`config.mk`:
```
export PLATFORM = sky130hd
export DESIGN_NAME = sbsh_csr
export DESIGN_NICKNAME = d
export VERILOG_FILES = /design/src/rtl/sbsh_pkg.sv /design/src/rtl/sbsh_csr.sv
export SDC_FILE = /design/constraint.sdc
export NUM_CORES = 1
export LEC_CHECK = 0
export BUFFER_PORTS_ARGS = -buffer_cell sky130_fd_sc_hd__buf_2
export CORE_UTILIZATION = 35
export CTS_BUF_LIST = sky130_fd_sc_hd__clkbuf_4
export DETAILED_ROUTE_END_ITERATION = 10
export GPL_ROUTABILITY_DRIVEN = 0
export PLACE_DENSITY_LB_ADDON = 0.2
export SLEW_MARGIN = 20
export SYNTH_ARGS = -nofsm -noshare
export SYNTH_HDL_FRONTEND = slang
export SYNTH_SLANG_ARGS = --single-unit
```
`constraint.sdc`:
```
create_clock -name clock -period 1 [get_ports clock]
set_input_delay 0.1 -clock clock [delete_from_list [all_inputs] [get_ports clock]]
set_output_delay 0.1 -clock clock [all_outputs]
set_load 0.05 [all_outputs]
```
`src/rtl/sbsh_pkg.sv`:
```
`timescale 1ns / 1ps

package sbsh_pkg;

   localparam int TABLE_DEPTH = 256;
   localparam int KEY_WIDTH   = 32;
   localparam int CNT_W       = 32;
   localparam int ADDR_W      = $clog2(TABLE_DEPTH);
   localparam int BIN_W       = $clog2(TABLE_DEPTH + 1);

   localparam int QDEPTH      = 2;
   localparam int QPTR_W      = (QDEPTH > 1) ? $clog2(QDEPTH) : 1;
   localparam int QCNT_W      = $clog2(QDEPTH + 1);

   localparam int CSR_AW      = 4;
   localparam int CSR_DW      = 32;

   localparam int CMD_W       = 2;
   localparam int REQ_TDATA_W = ((ADDR_W + KEY_WIDTH + 7) / 8) * 8;
   localparam int RSP_TDATA_W = ((BIN_W + 2 * CNT_W + 7) / 8) * 8;
   localparam int RSP_PAD     = RSP_TDATA_W - BIN_W - 2 * CNT_W;

   typedef logic [ADDR_W-1:0]    addr_type;
   typedef logic [KEY_WIDTH-1:0] key_type;
   typedef logic [CNT_W-1:0]     cnt_type;
   typedef logic [BIN_W-1:0]     bin_type;
   typedef logic [QPTR_W-1:0]    qptr_type;
   typedef logic [QCNT_W-1:0]    qcnt_type;
   typedef logic [CSR_DW-1:0]    csr_data_type;

   localparam cnt_type CNT_MAX    = '1;
   localparam key_type KEY_SIGN   = {1'b1, {(KEY_WIDTH-1){1'b0}}};
   localparam bin_type USED_RESET = bin_type'(2);

   typedef enum logic [CMD_W-1:0] {
      CMD_LOAD   = 2'd0,
      CMD_CLEAR  = 2'd1,
      CMD_SEARCH = 2'd2,
      CMD_READ   = 2'd3
   } cmd_type;

   typedef enum logic [CSR_AW-3:0] {
      REG_MATCH_MODE   = 2'd0,
      REG_CLOSE_UPPER  = 2'd1,
      REG_USED_POINTS  = 2'd2
   } reg_type;

   typedef enum logic [2:0] {
      S_IDLE,
      S_LOW,
      S_HIGH,
      S_PROBE,
      S_FIND,
      S_CNT,
      S_READ,
      S_OUT
   } state_type;

   // key is stored sign-flipped so an unsigned compare orders signed values
   typedef struct packed {
      cmd_type  op;
      addr_type slot;
      key_type  key;
   } item_type;

   typedef struct packed {
      logic    match_mode;
      logic    close_upper;
      bin_type used_points;
   } cfg_type;

   typedef struct packed {
      bin_type bin_index;
      logic    found;
      cnt_type count_value;
      cnt_type miss_total;
   } result_type;

endpackage

```
`src/rtl/sbsh_csr.sv`:
```
`timescale 1ns / 1ps

module sbsh_csr (
   input  logic                       clock,
   input  logic                       reset,
   input  logic                       csr_psel,
   input  logic                       csr_penable,
   input  logic                       csr_pwrite,
   input  logic [sbsh_pkg::CSR_AW-1:0] csr_paddr,
   input  sbsh_pkg::csr_data_type     csr_pwdata,
   output sbsh_pkg::csr_data_type     csr_prdata,
   output logic                       csr_pready,
   output sbsh_pkg::cfg_type          cfg
);

   logic                 match_ff, match_in;
   logic                 closed_ff, closed_in;
   sbsh_pkg::bin_type    used_ff, used_in;
   sbsh_pkg::reg_type    reg_sel;
   logic                 wr_en;

   assign csr_pready = 1'b1;
   assign reg_sel    = sbsh_pkg::reg_type'(csr_paddr[sbsh_pkg::CSR_AW-1:2]);
   assign wr_en      = csr_psel && csr_penable && csr_pwrite && csr_pready;

   always_comb begin
      match_in  = match_ff;
      closed_in = closed_ff;
      used_in   = used_ff;
      if (wr_en) begin
         unique case (reg_sel)
            sbsh_pkg::REG_MATCH_MODE:   match_in  = csr_pwdata[0];
            sbsh_pkg::REG_CLOSE_UPPER:  closed_in = csr_pwdata[0];
            sbsh_pkg::REG_USED_POINTS:  used_in   = csr_pwdata[sbsh_pkg::BIN_W-1:0];
            default: ;
         endcase
      end
   end

   always_ff @(posedge clock) begin
      if (reset) begin
         match_ff  <= 1'b0;
         closed_ff <= 1'b0;
         used_ff   <= sbsh_pkg::USED_RESET;
      end else begin
         match_ff  <= match_in;
         closed_ff <= closed_in;
         used_ff   <= used_in;
      end
   end

   always_comb begin
      csr_prdata = '0;
      unique case (reg_sel)
         sbsh_pkg::REG_MATCH_MODE:   csr_prdata[0] = match_ff;
         sbsh_pkg::REG_CLOSE_UPPER:  csr_prdata[0] = closed_ff;
         sbsh_pkg::REG_USED_POINTS:  csr_prdata    = sbsh_pkg::csr_data_type'(used_ff);
         default: ;
      endcase
   end

   assign cfg.match_mode   = match_ff;
   assign cfg.close_upper  = closed_ff;
   assign cfg.used_points  = used_ff;

endmodule

```
==> impl_metrics.prom <==
# TYPE chip_impl_metric gauge
chip_impl_metric{name="drt_wl_total",unit="um"} 1540
chip_impl_info{name="root_buffer",value="sky130_fd_sc_hd__clkbuf_4"} 1
chip_impl_metric{name="floorplan.die.height",unit="um"} 49.4
chip_impl_info{name="synthFlopType",value="sky130_fd_sc_hd__dfxtp_1"} 1
chip_impl_metric{name="multiInputGateArea",unit="um^2"} 472
chip_impl_metric{name="layout-drive-gt1-share",unit="%"} 54.3
chip_impl_metric{name="first_pass_iters",unit=""} 3
chip_impl_metric{name="final_nets",unit=""} 171
chip_impl_metric{name="final-hold-violation-count",unit=""} 0
chip_impl_metric{name="hpwl",unit="um"} 1050
chip_impl_metric{name="synth_top_area_share",unit="%"} 28.0
chip_impl_metric{name="number_of_antenna_violations_at_the_first_check_in_global_routing",unit=""} 0
chip_impl_metric{name="nFillCells",unit=""} 199
chip_impl_info{name="outcome",value="complete, but fails checks"} 1
chip_impl_metric{name="antenna_cells_inserted",unit=""} 0
chip_impl_info{name="start_kind",value="flip-flop"} 1
chip_impl_metric{name="groute.usage.overall",unit="%"} 13.7
chip_impl_metric{name="worstPathRequired",unit="ns"} 0.90
chip_impl_metric{name="drc_errors",unit=""} 0
chip_impl_metric{name="timing.final.setup_violations",unit=""} 2
chip_impl_metric{name="cts_htree_levels",unit=""} 1
chip_impl_info{name="timing.critical_path.slowest_stage_cell",value="sky130_fd_sc_hd__dfxtp_2"} 1
chip_impl_metric{name="yosys.area_share.simple",unit="%"} 27.7
chip_impl_info{name="yosysTopAreaCell",value="sky130_fd_sc_hd__dfxtp_1"} 1
chip_impl_info{name="endpoint_kind",value="output pin"} 1
chip_impl_metric{name="routed-via-count",unit=""} 588
chip_impl_metric{name="layout-area-overhead-vs-synth",unit="%"} 41.6
chip_impl_metric{name="post_synth_instance_area",unit="um^2"} 786
chip_impl_metric{name="synth.yosys.seq_area_share",unit="%"} 28.0
chip_impl_metric{name="cpPeakStageDelay",unit="ns"} 0.33
chip_impl_info{name="holdCritPathClass",value="input pin to flip-flop"} 1
chip_impl_metric{name="r2r_cells",unit=""} 3
chip_impl_info{name="worstSetupPathType",value="flip-flop to output pin"} 1
chip_impl_metric{name="synth_mux_area_share",unit="%"} 15.3
chip_impl_metric{name="netlist-cell-type-count",unit=""} 16
chip_impl_metric{name="register_area",unit="um^2"} 233
chip_impl_metric{name="clockBufferDepth",unit=""} 2
chip_impl_metric{name="avgViaCountPerCell",unit=""} 3.77
chip_impl_metric{name="synth_edf_count",unit=""} 0
chip_impl_metric{name="critical_path_depth",unit=""} 3
chip_impl_metric{name="cp_num_buf_inv",unit=""} 1
chip_impl_metric{name="globalRouteOverflowTotal",unit=""} 0
chip_impl_metric{name="yosys_register_bits",unit=""} 11
chip_impl_metric{name="initial_utilization",unit="%"} 38.5
chip_impl_metric{name="cts.sinks",unit=""} 11
chip_impl_metric{name="design.portCount",unit=""} 85
chip_impl_metric{name="report.final.slew_viol_count",unit=""} 0
chip_impl_metric{name="finish.utilization",unit="%"} 54.5
chip_impl_metric{name="max-vdd-ir-drop",unit="mV"} 0.491
chip_impl_metric{name="power",unit="uW"} 1130
chip_impl_metric{name="power_density",unit="mW/mm^2"} 1020
chip_impl_info{name="critical_path.top_delay_family",value="flip-flops"} 1
chip_impl_metric{name="synth_compound_gate_area_share",unit="%"} 0.796
chip_impl_metric{name="netlist_instances",unit=""} 89
chip_impl_metric{name="die-area",unit="mm^2"} 0.00244
chip_impl_metric{name="synth.yosys.warnings",unit=""} 0
chip_impl_metric{name="post-place-ws",unit="ns"} -0.0531
chip_impl_info{name="violations_in_the_final_reports",value="negative setup slack"} 1
chip_impl_metric{name="wl_per_cell",unit="um"} 9.89
chip_impl_metric{name="cts_inserted_buffers",unit=""} 3
chip_impl_metric{name="fmax",unit="MHz"} 886
chip_impl_metric{name="postLayoutSetupSlackWorst",unit="ns"} -0.128
chip_impl_info{name="rsz0062_at_grt",value="true"} 1
chip_impl_info{name="post_synth_main_area_contributors",value="sky130_fd_sc_hd__dfxtp_1 28%, sky130_fd_sc_hd__buf_4 25%, sky130_fd_sc_hd__mux2i_1 15%"} 1
chip_impl_info{name="tritoncts_clock_tree",value="built"} 1
chip_impl_metric{name="drv_cap",unit=""} 0
chip_impl_metric{name="clk_latency",unit="ns"} 0.26
chip_impl_metric{name="core_area",unit="mm^2"} 0.00204
chip_impl_metric{name="grt_first_pass_wirelength",unit="um"} 2490
chip_impl_metric{name="fin_area",unit="mm^2"} 0.00111
chip_impl_metric{name="portBuffers",unit=""} 35
chip_impl_metric{name="die_width",unit="um"} 49.4
chip_impl_metric{name="ant_nets",unit=""} 0
chip_impl_metric{name="asyncSetResetFlopFracSynth",unit="%"} 0
chip_impl_metric{name="syn-mean-instance-area",unit="um^2"} 8.83
chip_impl_metric{name="clk_pin_slew_worst_paths",unit="ns"} 0.07
chip_impl_metric{name="synth_fa_ha_area_share",unit="%"} 0
chip_impl_info{name="main_combinational_cell_family_by_area_after_synthesis",value="simple AND/OR/NAND/NOR gates"} 1
chip_impl_info{name="crit_chain",value="mux2i_2, o22ai_4, buf_6"} 1
chip_impl_metric{name="hold_path_depth",unit=""} 3
chip_impl_metric{name="first_global_vias",unit=""} 550
chip_impl_info{name="post_synth_most_frequent_cells",value="26 x sky130_fd_sc_hd__buf_4, 18 x sky130_fd_sc_hd__nand2b_1, 12 x sky130_fd_sc_hd__mux2i_1, 11 x sky130_fd_sc_hd__dfxtp_1, 8 x sky130_fd_sc_hd__and2_1"} 1
chip_impl_metric{name="post_dp_cell_area",unit="um^2"} 936
chip_impl_metric{name="finalSetupTns",unit="ns"} -0.133
chip_impl_metric{name="starting_drt_drc_count",unit=""} 1
chip_impl_metric{name="synthXorXnorAreaFrac",unit="%"} 0
chip_impl_metric{name="period_share",unit="%"} 113
chip_impl_info{name="yosysMostFrequentCell",value="sky130_fd_sc_hd__buf_4"} 1
chip_impl_metric{name="final_period_minus_worst_setup_slack",unit="ns"} 1.13
chip_impl_metric{name="crit_fanout",unit=""} 3
chip_impl_metric{name="fp-row-count",unit=""} 16
chip_impl_metric{name="crit_arrival",unit="ns"} 1.03
chip_impl_metric{name="skew",unit="ns"} 0
chip_impl_metric{name="static-leakage-power",unit="uW"} 0.000518
chip_impl_metric{name="grt_start_max_net_pins",unit=""} 21
==> what timing repair did <==
action                     in CTS  in global routing
setup endpoints to repair      11                 15
setup buffers                   1                  2
gates resized for setup        38                  6
hold buffers                    0                  0
==> where the power goes <==
| group | internal, uW | switching [uW] |
|---|---|---|
| Clock | 181 | 146 |
| Sequential | 444 | 4.31 |
| Combinational | 76.7 | 281 |
| Total | 702 | 432 |
==> routing by layer <==
layer	vias up	track usage (%)	share of wire (%)
met5	-	0	0
met4	0	4.29	0
met3	0	4.67	9.3
met2	34	21.7	49
met1	242	17.3	41
li1	312	-	-
==> worst paths after layout <==
kind                                    start       endpoint  slack (ns)
worst max-delay path               used_ff[0]  csr_prdata[0]       -0.13
worst min-delay path            csr_pwdata[4]     used_ff[4]        0.08
worst max register to register     used_ff[2]     used_ff[2]        0.28
worst min register to register     used_ff[8]     used_ff[8]        0.49
==> flip-flops by register name, indices dropped and copies added, names as in the netlist <==
name,cells
match_ff,1
used_ff,9
closed_ff,1
==> cells in the final DEF, fill, tap and decap left out <==
master / synthesis / final
sky130_fd_sc_hd__and2_4: 0 / 8
sky130_fd_sc_hd__and2b_2: 1 / 1
sky130_fd_sc_hd__buf_2: 0 / 20
sky130_fd_sc_hd__buf_4: 26 / 8
sky130_fd_sc_hd__buf_6: 1 / 3
sky130_fd_sc_hd__buf_8: 0 / 8
sky130_fd_sc_hd__clkbuf_4: 0 / 8
sky130_fd_sc_hd__conb_1: 2 / 24
sky130_fd_sc_hd__dfxtp_1: 11 / 1
sky130_fd_sc_hd__dfxtp_2: 0 / 10
sky130_fd_sc_hd__mux2i_1: 12 / 11
sky130_fd_sc_hd__mux2i_2: 0 / 1
sky130_fd_sc_hd__nand2_1: 1 / 1
sky130_fd_sc_hd__nand2b_1: 18 / 18
sky130_fd_sc_hd__nand3_2: 1 / 1
sky130_fd_sc_hd__nor2_1: 2 / 2
sky130_fd_sc_hd__nor3_1: 1 / 1
sky130_fd_sc_hd__nor3b_1: 1 / 1
sky130_fd_sc_hd__nor3b_2: 1 / 1
sky130_fd_sc_hd__o22ai_4: 0 / 1
==> tightest hold or removal path, stage by stage <==
cell	delay (ns)
sky130_fd_sc_hd__buf_2	0.09
sky130_fd_sc_hd__nand2b_1	0.06
sky130_fd_sc_hd__mux2i_1	0.06
==> cell type report <==
type,instances,area share (%)
repair buffers,43,30.9
flip-flops and latches,11,20.9
clock buffers,4,2.70
well taps,27,3.04
multi-input cells,71,42.4
==> cells by family after synthesis <==
group,Yosys count
other,2
muxes,12
and+or+nand+nor,34
AOI/OAI and AO/OA,1
buffers and inverters,29
DFF,11
==> stage by stage <==
stage / std cells / hold slack, ns
global placement: 149 / 0.355
global route: 156 / 0.0958
CTS: 154 / 0.0836
finish: 156 / 0.0846
floorplan: 111 / 0.248
detailed placement: 149 / 0.361
(Power assumes the default switching activity.)
