$ cat src/rtl/sbsh_pkg.sv
`timescale 1ns / 1ps

package sbsh_pkg;

   localparam int TABLE_DEPTH = 256;
   localparam int KEY_WIDTH   = 32;
   localparam int CNT_W       = 32;
   localparam int ADDR_W      = $clog2(TABLE_DEPTH);
   localparam int BIN_W       = $clog2(TABLE_DEPTH + 1);

   localparam int QDEPTH      = 2;
   localparam int QPTR_W      = (QDEPTH > 1) ? $clog2(QDEPTH) : 1;
   localparam int QCNT_W      = $clog2(QDEPTH + 1);

   localparam int CSR_AW      = 4;
   localparam int CSR_DW      = 32;

   localparam int CMD_W       = 2;
   localparam int REQ_TDATA_W = ((ADDR_W + KEY_WIDTH + 7) / 8) * 8;
   localparam int RSP_TDATA_W = ((BIN_W + 2 * CNT_W + 7) / 8) * 8;
   localparam int RSP_PAD     = RSP_TDATA_W - BIN_W - 2 * CNT_W;

   typedef logic [ADDR_W-1:0]    addr_type;
   typedef logic [KEY_WIDTH-1:0] key_type;
   typedef logic [CNT_W-1:0]     cnt_type;
   typedef logic [BIN_W-1:0]     bin_type;
   typedef logic [QPTR_W-1:0]    qptr_type;
   typedef logic [QCNT_W-1:0]    qcnt_type;
   typedef logic [CSR_DW-1:0]    csr_data_type;

   localparam cnt_type CNT_MAX    = '1;
   localparam key_type KEY_SIGN   = {1'b1, {(KEY_WIDTH-1){1'b0}}};
   localparam bin_type USED_RESET = bin_type'(2);

   typedef enum logic [CMD_W-1:0] {
      CMD_LOAD   = 2'd0,
      CMD_CLEAR  = 2'd1,
      CMD_SEARCH = 2'd2,
      CMD_READ   = 2'd3
   } cmd_type;

   typedef enum logic [CSR_AW-3:0] {
      REG_MATCH_MODE   = 2'd0,
      REG_CLOSE_UPPER  = 2'd1,
      REG_USED_POINTS  = 2'd2
   } reg_type;

   typedef enum logic [2:0] {
      S_IDLE,
      S_LOW,
      S_HIGH,
      S_PROBE,
      S_FIND,
      S_CNT,
      S_READ,
      S_OUT
   } state_type;

   // key is stored sign-flipped so an unsigned compare orders signed values
   typedef struct packed {
      cmd_type  op;
      addr_type slot;
      key_type  key;
   } item_type;

   typedef struct packed {
      logic    match_mode;
      logic    close_upper;
      bin_type used_points;
   } cfg_type;

   typedef struct packed {
      bin_type bin_index;
      logic    found;
      cnt_type count_value;
      cnt_type miss_total;
   } result_type;

endpackage

$ cat src/rtl/sbsh_front.sv
`timescale 1ns / 1ps

module sbsh_front (
   input  logic                            clock,
   input  logic                            reset,
   input  logic                            req_tvalid,
   output logic                            req_tready,
   input  logic [sbsh_pkg::REQ_TDATA_W-1:0] req_tdata,
   input  logic [sbsh_pkg::CMD_W-1:0]      req_tuser,
   output logic                            q_valid,
   output sbsh_pkg::item_type              q_head,
   input  logic                            q_pop
);

   sbsh_pkg::item_type  q_ff [sbsh_pkg::QDEPTH];
   sbsh_pkg::item_type  in_item;
   sbsh_pkg::qptr_type  wr_ptr_ff, wr_ptr_in;
   sbsh_pkg::qptr_type  rd_ptr_ff, rd_ptr_in;
   sbsh_pkg::qcnt_type  cnt_ff, cnt_in;
   logic                push;
   logic                pop;

   // classify and pre-bias the request
   always_comb begin
      in_item.op   = sbsh_pkg::cmd_type'(req_tuser);
      in_item.slot = req_tdata[sbsh_pkg::ADDR_W-1:0];
      in_item.key  = req_tdata[sbsh_pkg::ADDR_W +: sbsh_pkg::KEY_WIDTH] ^ sbsh_pkg::KEY_SIGN;
   end

   assign req_tready = (cnt_ff != sbsh_pkg::qcnt_type'(sbsh_pkg::QDEPTH));
   assign q_valid    = (cnt_ff != '0);
   assign q_head     = q_ff[rd_ptr_ff];
   assign push       = req_tvalid && req_tready;
   assign pop        = q_pop && q_valid;

   always_comb begin
      wr_ptr_in = wr_ptr_ff;
      rd_ptr_in = rd_ptr_ff;
      cnt_in    = cnt_ff;
      if (push) begin
         wr_ptr_in = (wr_ptr_ff == sbsh_pkg::qptr_type'(sbsh_pkg::QDEPTH - 1))
                     ? '0 : wr_ptr_ff + 1'b1;
      end
      if (pop) begin
         rd_ptr_in = (rd_ptr_ff == sbsh_pkg::qptr_type'(sbsh_pkg::QDEPTH - 1))
                     ? '0 : rd_ptr_ff + 1'b1;
      end
      if (push && !pop) begin
         cnt_in = cnt_ff + 1'b1;
      end else if (pop && !push) begin
         cnt_in = cnt_ff - 1'b1;
      end
   end

   always_ff @(posedge clock) begin
      if (reset) begin
         wr_ptr_ff <= '0;
         rd_ptr_ff <= '0;
         cnt_ff    <= '0;
      end else begin
         wr_ptr_ff <= wr_ptr_in;
         rd_ptr_ff <= rd_ptr_in;
         cnt_ff    <= cnt_in;
      end
   end

   always_ff @(posedge clock) begin
      if (push) begin
         q_ff[wr_ptr_ff] <= in_item;
      end
   end

endmodule

$ cat config.mk
export PLATFORM = sky130hd
export DESIGN_NAME = sbsh_front
export DESIGN_NICKNAME = d
export VERILOG_FILES = /design/src/rtl/sbsh_pkg.sv /design/src/rtl/sbsh_front.sv
export SDC_FILE = /design/constraint.sdc
export NUM_CORES = 1
export LEC_CHECK = 0
export ABC_AREA = 1
export BUFFER_PORTS_ARGS = -buffer_cell sky130_fd_sc_hd__buf_2
export CORE_MARGIN = 5
export CORE_UTILIZATION = 40
export CTS_CLUSTER_DIAMETER = 120
export DETAILED_ROUTE_END_ITERATION = 10
export SYNTH_ARGS = -nofsm -noshare
export SYNTH_HDL_FRONTEND = slang
export SYNTH_SLANG_ARGS = --single-unit
$ cat constraint.sdc
create_clock -name clock -period 3.3 [get_ports clock]
set_input_delay 0.165 -clock clock [delete_from_list [all_inputs] [get_ports clock]]
set_output_delay 0.165 -clock clock [all_outputs]
set_load 0.005 [all_outputs]
==> results of run 1 <==
[state kept, by name, summed over array words and instances, names as in the netlist, named ones only]
| register | count |
|---|---|
| cnt_ff | 2 |
| rd_ptr_ff | 1 |
| q_ff | 84 |
| wr_ptr_ff | 1 |
[worst max-delay path, delay by kind of cell (launching register included)]
kind | cells | cell delay [ns]
flip-flops | 1 | 0.75
multiplexers | 1 | 0.33
buffers and inverters | 2 | 0.44
[final cells by class]
cell class                      instances  area (sq um)
Inverter                                9          33.8
Clock inverter                          6          58.8
Sequential cell                        89          2620
Tap cell                              108           135
Fill cell                             752          4240
Timing Repair Buffer                  107           631
Multi-Input combinational cell         66           747
Clock buffer                           10           128
[report_power, final]
| part | switching (mW) | internal [mW] | leakage, nW |
|---|---|---|---|
| Combinational | 0.335 | 0.415 | 0.824 |
| Clock | 0.355 | 0.345 | 0.0913 |
| Sequential | 0.0755 | 1.43 | 0.825 |
| Total | 0.765 | 2.19 | 1.74 |
[cell usage in the layout (no fill, tap or decap), types with 4 or more instances in the layout]
cell type	count
edfxtp_1	84
inv_1	9
nand2_1	9
buf_2	89
dlygate4sd3_1	15
nor2_1	5
dfxtp_1	4
clkbuf_8	9
mux2_4	40
[layer usage]
layer  vias up  track usage  part of all wire  routed length (um)
met5         -            0                 0                   0
met4         0       0.0478            0.0097                  57
met1       830        0.136              0.42                2460
met3         9       0.0295             0.080                 468
met2        67        0.185              0.49                2880
li1        862            -                 -                   -
[final timing paths]
path,endpoint,start,slack [ns],depth (start not counted)
min,q_ff[0][7]$_DFFE_PP_,req_tdata[15],0.02,1
max reg2reg,q_ff[0][12]$_DFFE_PP_,cnt_ff[0]$_SDFFE_PP0P_,1.64,5
max,q_head[28],register,1.28,3
min reg2reg,rd_ptr_ff$_SDFFE_PP0P_,rd_ptr_ff$_SDFFE_PP0P_,0.51,2
[per-stage QoR]
stage / std cells / power, mW
after global routing: 395 / 3.11
after detailed placement: 364 / 2.29
after floorplan: 169 / 2.05
after CTS: 391 / 2.99
final: 395 / 2.95
after global placement: 364 / 2.28
[kinds of logic after synthesis]
group	after synthesis	synth area share
simple gates	19	0.0219
buf+inv	14	0.0360
flops	89	0.754
mux	42	0.179
compound gates	4	0.00575
fa+ha+maj	1	0.00360
[repair_timing]
action | in CTS | in global routing
hold buffers | 11 | 4
endpoints found under the hold margin | 21 | 8
buffers inserted | 0 | 0
==> run metrics, run 1 <==
status=finished clean; Reg clk slew, reported paths=0.08 ns; crit path launch type=register; DR WL/cell=14.8 um; layout cell share with drive strength beyond 1=0.523; Synth cell types=14; CP arrival=1.85 ns; Synth Instances=169; Mapped Area=3480 sq um; number of synthesized flops with an enable pin=84; Req. time, crit path=3.13 ns; Tightest Pin Transition=0.648 ns; Net Count, Synth=216; min cycle time layout=2.02 ns; Critical Path End Type=output pin; vias per cell=4.48; Max Clk Rate=0.496 GHz; Pwr Density=678 nW/um^2; Post-Place Cell Area=4020 sq um; maximum VDD drop=0.000280 V; Final Hold Vio Count=0; flops & latches, synth=89; H-tree depth=3; port bufs=89; antenna violations before repair=0; # IOs=90; core area=8590 sq um; predominant post-synthesis flop cell=edfxtp_1; Avg Inst Size Synth=20.6 sq um; drt first pass iters=4; Clock Skew=0.00617 ns; first-pass GRT wire length=8650 um; final setup margin=1.28 ns; crit-path cells=buf_12 > mux2_4 > buf_2; Crit path largest cell delay=0.75 ns; max cap viols=0; post_cts resized=0; Die X=103 um; LEAKAGE=1.74 nW; Post-layout nets=329; ranking of synthesized cells by area=edfxtp_1 (72%), mux2_4 (17%), dfxtp_1 (2.9%); worst-case clock buffer depth=2; # diodes=0; final setup violation count=0; Slew HR=0.568; Worst Hold Class=in2reg; slowest cell on the critical path=dfxtp_2; CTS tree=done; DP Wirelength=3870 um; ANT nets after route=0; area share of the largest cell type after synthesis=0.725; Clock Tree Root=clkbuf_8; Sink Count=89; post-layout util=0.507; All-Layer GR Usage=0.111; Die Ht=103 um; worst skew pair latency=0.33 ns; final instance area=4360 sq um; largest net degree at the start of global routing=43; die area=10700 sq um; CP Class=reg2out; vias after detailed routing=1768; register area share after synthesis=0.754; most common library cells after synthesis=edfxtp_1 (84), mux2_4 (40), inv_1 (9), nand2_1 (9), nor2_1 (7); initial DRC count=46; Row Count=34; max-slew violation count=0; Critical Path Fanout Max=24; Starting Density=0.405; vias in the first global route=1809; yosys warns=0; Tcrit/Tclk final=0.611; Routed WL=5860 um; CTS Buf Count=9; P&R area growth vs syn=25.2%; asr flop ratio synth=0; cell taking the most area after synthesis=edfxtp_1; Place WS=1.62 ns; RSZ-0062 raised after global routing=false; Routability Congestion=0.706; drt drc=0; total grt overflow=0; Fin Hold WS=0.0186 ns; most frequent cell after synthesis=edfxtp_1; sum of negative setup slack=0 ns
(Power assumes the default switching activity.)
==> run 2, diff against run 1 <==
--- a/config.mk
+++ b/config.mk
@@ -11,6 +11,7 @@
 export CORE_UTILIZATION = 40
 export CTS_CLUSTER_DIAMETER = 120
 export DETAILED_ROUTE_END_ITERATION = 10
+export PLACE_DENSITY = 0.66
 export SYNTH_ARGS = -nofsm -noshare
 export SYNTH_HDL_FRONTEND = slang
 export SYNTH_SLANG_ARGS = --single-unit
==> constraint.sdc (replaced) <==
create_clock -name clock -period 1.85 [get_ports clock]
set_input_delay 0.0925 -clock clock [delete_from_list [all_inputs] [get_ports clock]]
set_output_delay 0.0925 -clock clock [all_outputs]
set_load 0.005 [all_outputs]
==> run metrics, run 2 (synthesis gave the netlist of run 1 again) <==
status=finished clean; final setup margin=0.239 ns (-1.04 ns); Req. time, crit path=1.76 ns (-1.37 ns); Max Clk Rate=0.621 GHz; Fin Hold WS=0.0273 ns (+0.00868 ns); commonest cells after routing, fill and taps aside=buf_2 (89), edfxtp_1 (84), dlygate4sd3_1 (42), mux2_4 (40); vias in the first global route=1899 (+5.0%); vias per cell=4.43 (-1.1%); Starting Density=0.405 (unchanged); post-route total power=5.31 mW (+80%); Final Non-Filler Cells=422 (+6.8%); Pwr Density=1140 nW/um^2 (+68%); wire length on met2=3200 um (+11%); Place WS=0.289 ns (-1.33 ns); die area=10700 sq um (unchanged); Routability Congestion=0.676 (-4.2%); Die Ht=103 um (unchanged); Crit path largest cell delay=0.39 ns (-0.36 ns); crit-path cells=buf_12 > mux2_2 > buf_2; max cap viols=0 (unchanged); H-tree depth=3 (unchanged); worst skew pair latency=0.34 ns (about the same); Worst Hold Class=in2reg; max FFs per register=84 (unchanged); DP Cell Count=364 (unchanged); Reg area=2620 sq um (unchanged); Row Count=34 (unchanged); Slew HR=0.761 (+0.193); Die X=103 um (unchanged); Tcrit/Tclk final=0.871; crit path launch type=register; drt drc=0 (unchanged); maximum VDD drop=0.000673 V (+140%); DR top layer=met4; Post-layout nets=356 (+8.2%); metal1 wirelength=2270 um (-7.7%); Critical Path Fanout Max=42 (+75%); min cycle time layout=1.61 ns; Clock Skew=0.00653 ns (+0.000359 ns); Routed WL=5910 um (+0.84%); commonest non-fill, non-tap cell in the layout=buf_2; Most flops, register=q_ff; biggest regs=q_ff (84), cnt_ff (2); final instance area=4650 sq um (+6.7%); total grt overflow=0 (unchanged); max-slew violation count=0 (unchanged); Multi-input gate area=747 sq um (unchanged); Critical Path End Type=output pin; CTS Buf Count=9 (unchanged); Clock Tree Root=clkbuf_8; P&R area growth vs syn=33.7%; post_cts resized=0 (unchanged); DP Wirelength=3750 um (-3.1%); CTS tree=done; DR WL/cell=14.0 um (-5.6%); Final Hold Vio Count=0 (unchanged); # IOs=90 (unchanged); port bufs=89 (unchanged); All-Layer GR Usage=0.116 (+0.00549); vias after detailed routing=1868 (+5.7%); # diodes=0 (unchanged); core area=8590 sq um (unchanged); LEAKAGE=1.86 nW (+6.8%); Tightest Pin Transition=0.359 ns (-0.289 ns); Reg clk slew, reported paths=0.08 ns (about the same); final setup violation count=0 (unchanged); delay-heaviest family, CP=buffers and inverters; RSZ-0062 raised after global routing=false; Filler cells=733 (-2.5%); largest net degree at the start of global routing=43 (unchanged); first-pass GRT wire length=9080 um (+4.9%); ANT nets after route=0 (unchanged); CP arrival=1.52 ns (-0.33 ns); worst path bufs/invs=2 (unchanged); met3 WL=354 um (-24%); drt first pass iters=4 (unchanged); antenna violations before repair=0 (unchanged); CP Class=reg2out; layout cell share with drive strength beyond 1=0.475 (-0.0481); Post-Place Cell Area=4050 sq um (+0.62%); initial DRC count=62 (+35%); Sink Count=89 (unchanged); worst-case clock buffer depth=2 (unchanged); slowest cell on the critical path=mux2_2
run 2: cell types whose count changed in the layout (fill, tap and decap cells not counted), sizes merged:
cell         previous run  this run
dlygate4sd3            15        42
clkinv                  4         5
clkbuf                 10         9
run 2: tightest hold or removal path: stages:
cell     delay (ns)
buf_2          0.07
inv_1          0.06
nand2_1        0.07
nor2_1         0.03
run 2: path summary, 6_finish.rpt:
kind / slack (ns) / to / start / depth (start not counted)
setup reg to reg: 0.26 / cnt_ff[1]$_SDFFE_PP0P_ / cnt_ff[0]$_SDFFE_PP0P_ / 10
setup / recovery: 0.24 / q_head[21] / register / 3
hold reg to reg: 0.50 / register / rd_ptr_ff$_SDFFE_PP0P_ / 2
hold / removal: 0.03 / cnt_ff[1]$_SDFFE_PP0P_ / reset / 4
run 2: report_power, final:
part	total (mW)	internal, mW	switching (mW)
clock network	1.22	0.608	0.617
registers	2.62	2.54	0.0794
logic	1.46	0.803	0.658
total	5.31	3.96	1.35
run 2: routing by layer:
layer	vias up	track usage
met5	-	0
li1	919	-
met2	45	0.208
met1	896	0.126
met4	0	0.0508
met3	8	0.0355
run 2: layout make-up:
type,count,share of cell area
flip-flops and latches,89,0.564
repair buffers,134,0.199
multi-input cells,66,0.161
well taps,108,0.0291
clock buffers,9,0.0266
clock inverters,7,0.0132
inverters,9,0.00726
run 2: what timing repair did:
action | CTS | global route
hold buffers | 42 | 0
buffers inserted | 0 | 0
endpoints found under the setup margin | 0 | 0
endpoints found under the hold margin | 84 | 0
run 2: stage by stage:
step,util,setup TNS (ns)
6_report,0.541,0
3_3_place_gp,0.471,0
2_1_floorplan,-,-20.28
4_1_cts,0.541,0
5_1_grt,0.541,0
3_5_place_dp,0.471,0
==> run 3, diff against run 2 <==
--- a/config.mk
+++ b/config.mk
@@ -5,8 +5,8 @@
 export SDC_FILE = /design/constraint.sdc
 export NUM_CORES = 1
 export LEC_CHECK = 0
-export ABC_AREA = 1
 export BUFFER_PORTS_ARGS = -buffer_cell sky130_fd_sc_hd__buf_2
+export CORE_ASPECT_RATIO = 2
 export CORE_MARGIN = 5
 export CORE_UTILIZATION = 40
 export CTS_CLUSTER_DIAMETER = 120
==> run metrics, run 3 <==
Internal=4.42 mW (+12%); vias in the first global route=1967 (+3.6%); layout cell share with drive strength beyond 1=0.502 (+0.0271); port bufs=89 (unchanged); H-tree depth=3 (unchanged); Crit path largest cell delay=0.35 ns (-0.04 ns); final setup violation count=0 (unchanged); max cap viols=0 (unchanged); number of synthesized flops with an enable pin=84 (unchanged); P&R area growth vs syn=41.0%; area share of the largest cell type after synthesis=0.777 (+0.0520); Switching Fraction=0.232 (-0.0226); Slew HR=0.774 (+0.0133); largest net degree at the start of global routing=43 (unchanged); vias per cell=4.60 (+3.9%); Worst Hold Class=in2reg; Critical Path End Type=register; predominant post-synthesis flop cell=edfxtp_1; Starting Density=0.409 (+0.00387); crit-path cells=nand2b_1 > and2_1 > ha_1 > or3_1 > a21oi_1; ANT nets after route=0 (unchanged); Max Clk Rate=0.617 GHz (-0.69%); commonest cells after routing, fill and taps aside=buf_2 (89), edfxtp_1 (84), mux2_2 (42), dlygate4sd3_1 (42), clkbuf_16 (9); # diodes=0 (unchanged); HP Start=req_tdata[39]; worst skew pair latency=0.33 ns (about the same); Reg clk slew, reported paths=0.06 ns (-0.02 ns); Post-layout nets=343 (-3.7%); CP arrival=1.88 ns (+0.36 ns); DR WL/cell=15.1 um (+7.8%); die area=10100 sq um (-5.0%); post-route total power=5.76 mW (+8.5%); Reg power frac=0.451 (-0.043); min cycle time layout=1.62 ns (+0.0113 ns); Clock Skew=0.00572 ns (-0.000814 ns); Die Ht=137 um (+33%); vias after detailed routing=1825 (-2.3%); worst flop-to-flop path startpoint=cnt_ff[0]$_SDFFE_PP0P_; Clock Tree Root=clkbuf_16; status=finished clean; DP Wirelength=4030 um (+7.4%); slowest cell on the critical path=dfxtp_1; most frequent cell after synthesis=edfxtp_1; Switch Pwr=1.34 mW (-1.1%); CP startpoint=cnt_ff[0]$_SDFFE_PP0P_; sum of negative setup slack=0 ns (unchanged); Tcrit/Tclk final=0.877 (+0.00608); Tightest Pin Transition=0.336 ns (-0.0235 ns); LEAKAGE=1.74 nW (-6.5%); drt drc=0 (unchanged); CTS tree=done; Pwr Density=1260 nW/um^2 (+10%); crit path launch type=register; Critical Path Fanout Max=5 (-88%); All-Layer GR Usage=0.130 (+0.0143); maximum VDD drop=0.000957 V (+42%); post_cts resized=0 (unchanged); Mapped Area=3250 sq um (-6.7%); Most flops, register=q_ff; clock network fraction of total power=0.318 (+0.087); Net Count, Synth=203 (-6.0%); register area share after synthesis=0.808 (+0.0540); ranking of synthesized cells by area=edfxtp_1 (78%), mux2_2 (15%), dfxtp_1 (3.1%); first-pass GRT wire length=9580 um (+5.5%); Routability Congestion=0.684 (+1.2%); Routed WL=6000 um (+1.4%); CP Class=reg2reg; initial DRC count=132 (+110%); core area=7940 sq um (-7.6%); flops & latches, synth=89 (unchanged); RSZ-0062 raised after global routing=false; max-slew violation count=0 (unchanged); yosys warns=0 (unchanged); Synth Instances=156 (-7.7%); max FFs per register=84 (unchanged); commonest non-fill, non-tap cell in the layout=buf_2; total grt overflow=0 (unchanged); Req. time, crit path=2.11 ns (+0.35 ns); combinational share of power=0.232 (-0.043); # IOs=90 (unchanged); Row Count=46 (+35%); cell taking the most area after synthesis=edfxtp_1; Sink Count=89 (unchanged); worst-case clock buffer depth=2 (unchanged); Avg Inst Size Synth=20.8 sq um (+1.1%); Synth cell types=17 (+3); CTS Buf Count=9 (unchanged); antenna violations before repair=0 (unchanged); biggest regs=q_ff (84), cnt_ff (2); asr flop ratio synth=0 (unchanged); drt first pass iters=4 (unchanged); Die X=73.7 um (-29%); most common library cells after synthesis=edfxtp_1 (84), mux2_2 (42), buf_2 (5), dfxtp_1 (5); post-layout util=0.577 (+0.0354); Final Hold Vio Count=0 (unchanged)
[run 3: cell families (layout without fill, tap and decap cells)]
group,after synthesis,in the layout,synth area share
compound gates,5,5,0.00925
xor+xnor,3,3,0.00809
fa+ha+maj,1,1,0.00385
buf+inv,7,152,0.0100
flops,89,89,0.808
mux,42,42,0.146
simple gates,9,9,0.0154
[run 3: power by group through the flow]
stage / registers (mW) / clock network [mW] / logic (mW)
2_1_floorplan: 2.61 / 0 / 0.750
3_3_place_gp: 2.62 / 0 / 1.29
3_5_place_dp: 2.64 / 0 / 1.30
4_1_cts: 2.60 / 1.90 / 1.37
5_1_grt: 2.62 / 1.97 / 1.46
6_report: 2.60 / 1.83 / 1.33
[run 3: per-layer routing]
metal	vias to the layer above	routed length (um)	GRT usage
li1	886	-	-
met1	879	2120	0.140
met2	51	3440	0.227
met3	9	303	0.0329
met4	0	137	0.0716
met5	-	0	0
[run 3: layout make-up]
class	count	area [sq um]
Clock inverter	3	65.1
Timing Repair Buffer	134	926
Sequential cell	89	2620
Multi-Input combinational cell	60	593
Fill cell	619	3360
Clock buffer	13	240
Tap cell	96	120
Inverter	2	11.3
[run 3: critical path: cells and delay by family, from the launching register on]
family / cells / cell delay [ns]
simple gates: 3 / 0.74
compound gates: 1 / 0.14
flops: 1 / 0.35
fa+ha+maj: 1 / 0.33
[run 3: path summary, 6_finish.rpt]
path / endpoint / depth (start not counted) / slack, ns
max: cnt_ff[1]$_SDFFE_PP0P_ / 5 / 0.23
max reg2reg: cnt_ff[1]$_SDFFE_PP0P_ / 5 / 0.23
min: q_ff[0][31]$_DFFE_PP_ / 2 / 0.02
min reg2reg: register / 2 / 0.50
[run 3: what timing repair did]
item | 4_1_cts | 5_1_grt
hold endpoints to repair | 87 | 0
hold buffers | 42 | 0
setup buffers | 0 | 0
[run 3: metrics by stage]
step / area, sq um / setup slack [ns] / cells / hold slack [ns]
after global routing: 4580 / 0.147 / 397 / 0.0302
final: 4580 / 0.228 / 397 / 0.0193
after floorplan: 3250 / 0.164 / 156 / 0.162
after global placement: 3850 / 0.293 / 339 / 0.282
after detailed placement: 3850 / 0.253 / 339 / 0.284
after CTS: 4580 / 0.224 / 397 / 0.00318
